### src/rtl/gqcf_pkg.sv
`timescale 1ns / 1ps
`default_nettype none
// Shared constants, codes and structs of the GF(2) quadratic candidate filter.
// No dependencies.
package gqcf_pkg;

    localparam int MAX_VARS      = 32;
    localparam int NUM_EQUATIONS = 16;
    localparam int BATCH_SIZE    = 32;

    localparam int VAR_W  = 5;   // index of one variable
    localparam int CNT_W  = 6;   // counts up to 32
    localparam int CAND_W = 32;
    localparam int COEF_W = 16;

    typedef enum logic [1:0] {
        OP_LIN  = 2'd0,
        OP_QUAD = 2'd1,
        OP_CAND = 2'd2,
        OP_NONE = 2'd3
    } t_opcode;

    typedef enum logic {
        REG_NUM_VARS = 1'b0,
        REG_MAX_KEPT = 1'b1
    } t_reg_index;

    // Candidate moving along the cell chain with its partial equation word
    typedef struct packed {
        logic                     valid;
        logic                     last;
        logic [CAND_W-1:0]        cand;
        logic [NUM_EQUATIONS-1:0] eq;
    } t_stage;

    // Coefficient write broadcast to every cell
    typedef struct packed {
        logic                     wr_lin;
        logic                     wr_quad;
        logic [VAR_W-1:0]         sel;
        logic [VAR_W-1:0]         var_low;
        logic [NUM_EQUATIONS-1:0] coef;
    } t_load;

endpackage
`default_nettype wire

### src/rtl/gqcf_cell.sv
`timescale 1ns / 1ps
`default_nettype none
// One variable's cell: holds its linear word and its quadratic words against
// all smaller variables, and folds them into the passing candidate. Uses gqcf_pkg.
module gqcf_cell (
    input  wire                         i_clk,
    input  wire                         i_rst_n,
    input  wire                         i_adv,
    input  wire [gqcf_pkg::VAR_W-1:0]   i_idx,
    input  wire [gqcf_pkg::CNT_W-1:0]   i_num_vars,
    input  wire gqcf_pkg::t_load        i_load,
    input  wire gqcf_pkg::t_stage       i_stage,
    output gqcf_pkg::t_stage            o_stage
);
    logic [gqcf_pkg::NUM_EQUATIONS-1:0] r_lin;
    logic [gqcf_pkg::NUM_EQUATIONS-1:0] r_quad [gqcf_pkg::MAX_VARS-1];
    gqcf_pkg::t_stage r_stage;
    gqcf_pkg::t_stage n_stage;
    logic [gqcf_pkg::NUM_EQUATIONS-1:0] w_term;
    logic w_active;

    always_ff @(posedge i_clk) begin
        if (!i_rst_n) begin
            r_lin <= '0;
            for (int k = 0; k < gqcf_pkg::MAX_VARS - 1; k++) begin
                r_quad[k] <= '0;
            end
        end else begin
            if (i_load.wr_lin && i_load.sel == i_idx) begin
                r_lin <= i_load.coef;
            end
            if (i_load.wr_quad && i_load.sel == i_idx && i_load.var_low < i_idx) begin
                r_quad[i_load.var_low] <= i_load.coef;
            end
        end
    end

    // Sum of this variable's terms for the bits set in the candidate
    always_comb begin
        w_active = ({1'b0, i_idx} < i_num_vars) && i_stage.cand[i_idx];
        w_term   = r_lin;
        for (int k = 0; k < gqcf_pkg::MAX_VARS - 1; k++) begin
            if (k < 32'(i_idx) && i_stage.cand[k]) begin
                w_term = w_term ^ r_quad[k];
            end
        end
        n_stage = i_stage;
        if (w_active) begin
            n_stage.eq = i_stage.eq ^ w_term;
        end
    end

    always_ff @(posedge i_clk) begin
        if (!i_rst_n) begin
            r_stage.valid <= 1'b0;
        end else if (i_adv) begin
            r_stage.valid <= n_stage.valid;
        end
        if (i_adv) begin
            r_stage.last <= n_stage.last;
            r_stage.cand <= n_stage.cand;
            r_stage.eq   <= n_stage.eq;
        end
    end

    assign o_stage = r_stage;
endmodule
`default_nettype wire

### config.mk
export PLATFORM = sky130hd
export DESIGN_NAME = gqcf_cell
export DESIGN_NICKNAME = d
export VERILOG_FILES = /design/src/rtl/gqcf_pkg.sv /design/src/rtl/gqcf_cell.sv
export SDC_FILE = /design/constraint.sdc
export NUM_CORES = 1
export LEC_CHECK = 0
export BUFFER_PORTS_ARGS = -buffer_cell sky130_fd_sc_hd__clkbuf_2
export CAP_MARGIN = 20
export CORE_MARGIN = 2
export CORE_UTILIZATION = 40
export CTS_BUF_LIST = sky130_fd_sc_hd__clkbuf_4 sky130_fd_sc_hd__clkbuf_8
export DETAILED_ROUTE_END_ITERATION = 10
export MAX_ROUTING_LAYER = met4
export SLEW_MARGIN = 40
export SYNTH_ARGS = -nofsm -noshare
export SYNTH_HDL_FRONTEND = slang
export SYNTH_SLANG_ARGS = --single-unit
export TNS_END_PERCENT = 100
### constraint.sdc
create_clock -name i_clk -period 6.1 [get_ports i_clk]
set_input_delay 0.61 -clock i_clk [delete_from_list [all_inputs] [get_ports i_clk]]
set_output_delay 0.61 -clock i_clk [all_outputs]
set_load 0.05 [all_outputs]
Word level (Yosys, flattened, before mapping)
Memory sizes are Yosys's and may differ from the RTL's.
Cells that the tools add are included.

word-level totals
  bits in registers = 66
  memory bits (writable) = 496
  input port bits = 92
  output and inout port bits = 50
  word-level logic and storage cells = 150
  memories = 1

memories
  name    depth  width  read ports  clocked after Yosys merged registers in  wr ports  RTL line         text
  r_quad  31     16     31          0                                        31        gqcf_cell.sv:16  logic [gqcf_pkg::NUM_EQUATIONS-1:0] r_quad [gqcf_pkg::MAX_VARS-1];

operators by class
  magnitude comparators = 34
  equal/unequal tests = 1
  muxes and demuxes = 41
  bitwise operators = 32
  reduce and logical (&&, ||, !) cells = 36

operators with widths
  cell                                                        number
  two-way mux 16 bit                                          33
  bitwise XOR 16 bit                                          32
  less-than comparator 5 bit, first input constant            15
  less-than comparator 4 x 5 -> 1 bit, first input constant   8
  logical AND 1 bit                                           35
  less-than comparator 3 x 5 -> 1 bit, first input constant   4
  OR reduction 16 bit                                         1
  less-than comparator 1 x 5 -> 1 bit, first input constant   2
  less-than comparator 2 x 5 -> 1 bit, first input constant   2
  less-than comparator 5 x 6 -> 1 bit                         1
  less-than comparator 5 x 6 -> 1 bit, second input constant  1
  two-way mux 1 bit                                           6
  binary-select mux 1 bit (select 5 bit)                      1
  == test 5 bit                                               1
  less-than comparator 5 bit                                  1
  two-way mux 5 bit                                           1

Longest topological paths before layout
  depth after elaboration = 65
  mapped depth = 15
  depth with buffers taken out = 10

Worst setup path before layout
No wires, ideal clock.

  kind = input -> register
  from = input port i_idx[4] (netlist name)
  to = memory r_quad[13][0] (netlist name), enable pin
  setup time = 411 ps
  arrival time = 3649 ps
  required time = 5689 ps
  setup slack = 2040 ps
  stages on the path = 11
  path buffers = 5
  path through = buf_2 buf_6 inv_2 buf_1 ha_1 o21ai_0 nand2_1 or3b_1 buf_2 buf_4 o21ai_0

RTL lines
  item                RTL line         text
  start: declaration  gqcf_cell.sv:9   input wire [gqcf_pkg::VAR_W-1:0] i_idx,
  end: declaration    gqcf_cell.sv:16

==> impl_metrics.toml <==
[grt]
top_usage_layer = "met2"
grt_pass1_vias = 19300
antenna_found_initial = 4
grt_max_degree = 51
grt_util_met3_pct = 4.94
grt_pass1_wl_um = 136000
track_usage_pct = 25.3
gr-usage-met1_pct = 33.5
grt_overflow = 0
met2_usage_pct = 38.5

[detailed_routing]
drt_iter0_drc = 2294
wl_per_cell_um = 26.3
wl_um = 95500
drc = 0
vias_per_cell = 5.42
dr_total_vias = 19700
first_pass_iters = 6
ant_nets = 0

[worst_setup_path]
arrival_ps = 4500
path_cells = "clkbuf_2 -> buf_4 -> nand2_1 -> nor2_2 -> nand2_1 -> xnor3_1 -> xnor2_1 -> xnor2_1 -> xnor3_1 -> nor2_1 -> xor2_1"
slowest_delay_ps = 670
rrSetupSlack_ps = 3280
crit_buf_inv = 2
worst_ep_required_time_ps = 6550
worstSetupEndpointType = "flop"
slowest_stage = "nor2_2"
startpoint = "i_idx[4]"
crit_family = "XOR/XNOR gates"
crit_type = "in -> reg"
r2r-start = "r_quad[7][2]$_SDFFCE_PN0P_"
startpoint_type = "input port"
crit_fanout = 25

[placed_design]
place.gp.congestion = 0.897
hpwl_um = 61000
io_buffers = 141
preCtsSetupSlack_ps = 1390
placed_cells = 3466

[final_layout]
drive_gt1_share_pct = 15.8
seq_area_um2 = 16700
fill_cells = 6757
layout.cells.non_filler = 3636
final_util_pct = 45.1
multi_input_area_um2 = 12100
fin_nets = 2702
syn_to_final_growth_pct = 11.3

[power]
power_switching_uw = 2860
power_frac_seq_pct = 47.3
leakagePower_uw = 0.0118
power.internal_uw = 6740
irDropWorstVdd_uv = 167
p_per_area_nw_per_um2 = 291
pwr-share-clk_pct = 33.8
combPwrFrac_pct = 18.9
switching_share_pct = 29.7

[floorplanning]
fp.dieW_um = 276
coreArea_um2 = 73200
die_h_um = 276
ios = 142
dieArea_um2 = 76400
rows = 99
start_util_pct = 40.5

[sta]
grt_setup_unrepaired = "false"
fin_crit_ps = 4050
fin_hold_ws_ps = 75.9
worstMarginPinSlew_ps = 912
report.final.slew_viol_count = 0
hold_viol_final = 0
layout_setup_ws_ps = 2050
setup_viol_count_final = 0
relSlewSlack_pct = 39.2
max_freq_mhz = 247
post-route-period-util_pct = 66.4
skew_ps = 37.2
finalSetupTns_ps = 0

[synth]
synthCells = 2491
syn-num-nets = 2591
netlist.area_leader.share_pct = 55.1
synth_area_um2 = 29700
ys_async_sr_fraction_pct = 0
avgSynthCellArea_um2 = 11.9
netlist_top_cells_area = "edfxtp_1 (55%), and2_1 (10%), xnor2_1 (9.0%)"
ys.flop_type = "edfxtp_1"
synth_seq_cells = 562
synthDistinctLibCells = 67
synth_top_cell_by_area = "edfxtp_1"
synth_edf_count = 545
yosysWarnings = 0
ys_seq_area_share_pct = 56.3

[clock_network]
postCtsResizedCells = 0
cts_hold_buf = 0
clock-sinks = 562
cts_max_level = 3
cts_setup_buffers = 0
clk_pin_slew_ps = 60
cts_buffer_depth = 3
clkLatencyLatePin_ps = 700
clockRootBuffer = "clkbuf_8"
tritoncts = "built"
numCtsBuffers = 93

[worst_hold_path]
holdCritPathClass = "in -> reg"
min-delay-start = "i_stage[48]"

[run]
drv_cap = 0

[run_status]
status = "finished clean"
routing by layer:
layer  share of wire [%]  wire length, um  vias up
met2                  46            43500     1058
met3                 9.8             9370      151
met4                 3.6             3430        0
met5                   0                0        -
li1                    -                -     8696
met1                  41            39200     9785
kinds of logic after synthesis:
logic type,synth area share [%]
adders and majority gates,0.337
buffers and inverters,3.22
xor gates and xnor gates,15.6
and+or+nand+nor,20.8
AOI/OAI and AO/OA,2.50
DFF,56.3
muxes,1.18
stage by stage:
step                      cell area [um^2]  power, uW
after floorplan                      29700       5770
after global placement               31100       6380
after detailed placement             31200       6400
after CTS                            33000       9620
after global routing                 33000       9870
final                                33000       9600
cell usage in the layout (no fill, tap or decap), types with 13 or more instances in the layout:
master / count
a311o_1: 13
and2_1: 496
and3_1: 13
buf_4: 54
clkbuf_2: 127
clkbuf_4: 38
clkbuf_8: 98
clkinv_1: 29
dfxtp_1: 17
edfxtp_1: 545
inv_1: 21
mux2i_1: 17
nand2_1: 245
nand3_1: 222
nor2_1: 22
nor2_2: 20
nor2_4: 14
nor2b_1: 19
nor3_1: 16
nor3b_1: 28
o21ai_1: 29
o221ai_1: 13
xnor2_1: 306
xnor3_1: 33
xor2_1: 124
sequential cells by signal, indices dropped and copies added (netlist names):
name,cells
r_quad,496
o_stage,50
r_lin,16
layout make-up:
| class | instances | area share (%) |
|---|---|---|
| Clock inverter | 44 | 0.644 |
| Clock buffer | 124 | 4.67 |
| Tap cell | 959 | 3.63 |
| Antenna cell | 2 | 0.0152 |
| Timing Repair Buffer | 195 | 3.45 |
| Inverter | 23 | 0.261 |
| Sequential cell | 562 | 50.6 |
| Multi-Input combinational cell | 1727 | 36.7 |
synthesized netlist by cell type, types with 16 or more instances:
master	instances
xnor2_1	306
nand2_1	245
xor2_1	124
nor3_1	16
nor2_1	28
o21ai_0	33
buf_2	34
edfxtp_1	545
nor2_2	24
mux2i_1	17
dfxtp_1	17
xnor3_1	33
clkbuf_1	110
nor2b_1	19
and2_1	496
nor3b_1	28
inv_1	21
nand3_1	222
worst register-to-register path: stages (launching register included):
cell      delay, ps
edfxtp_1        360
nand2_1         120
nand3_1          90
o221ai_1        360
xnor2_1         210
xnor2_1         490
xnor2_1         260
xnor3_1         410
nor2_1          170
xor2_1           90
power by group through the flow:
stage	registers [uW]	clock network (uW)	logic, uW
2_1_floorplan	4780	0	986
3_3_place_gp	4610	0	1770
3_5_place_dp	4620	0	1780
4_1_cts	4540	3290	1790
5_1_grt	4560	3450	1870
6_report	4540	3240	1810
path summary, 6_finish.rpt:
kind                                   end  cells after the start
setup / recovery      o_stage[8]$_DFFE_PP_                     11
hold reg to reg   o_stage[49]$_SDFFE_PN0P_                      2
setup reg to reg      o_stage[2]$_DFFE_PP_                      9
hold / removal       o_stage[48]$_DFFE_PP_                      1
(Power assumes the default switching activity.)
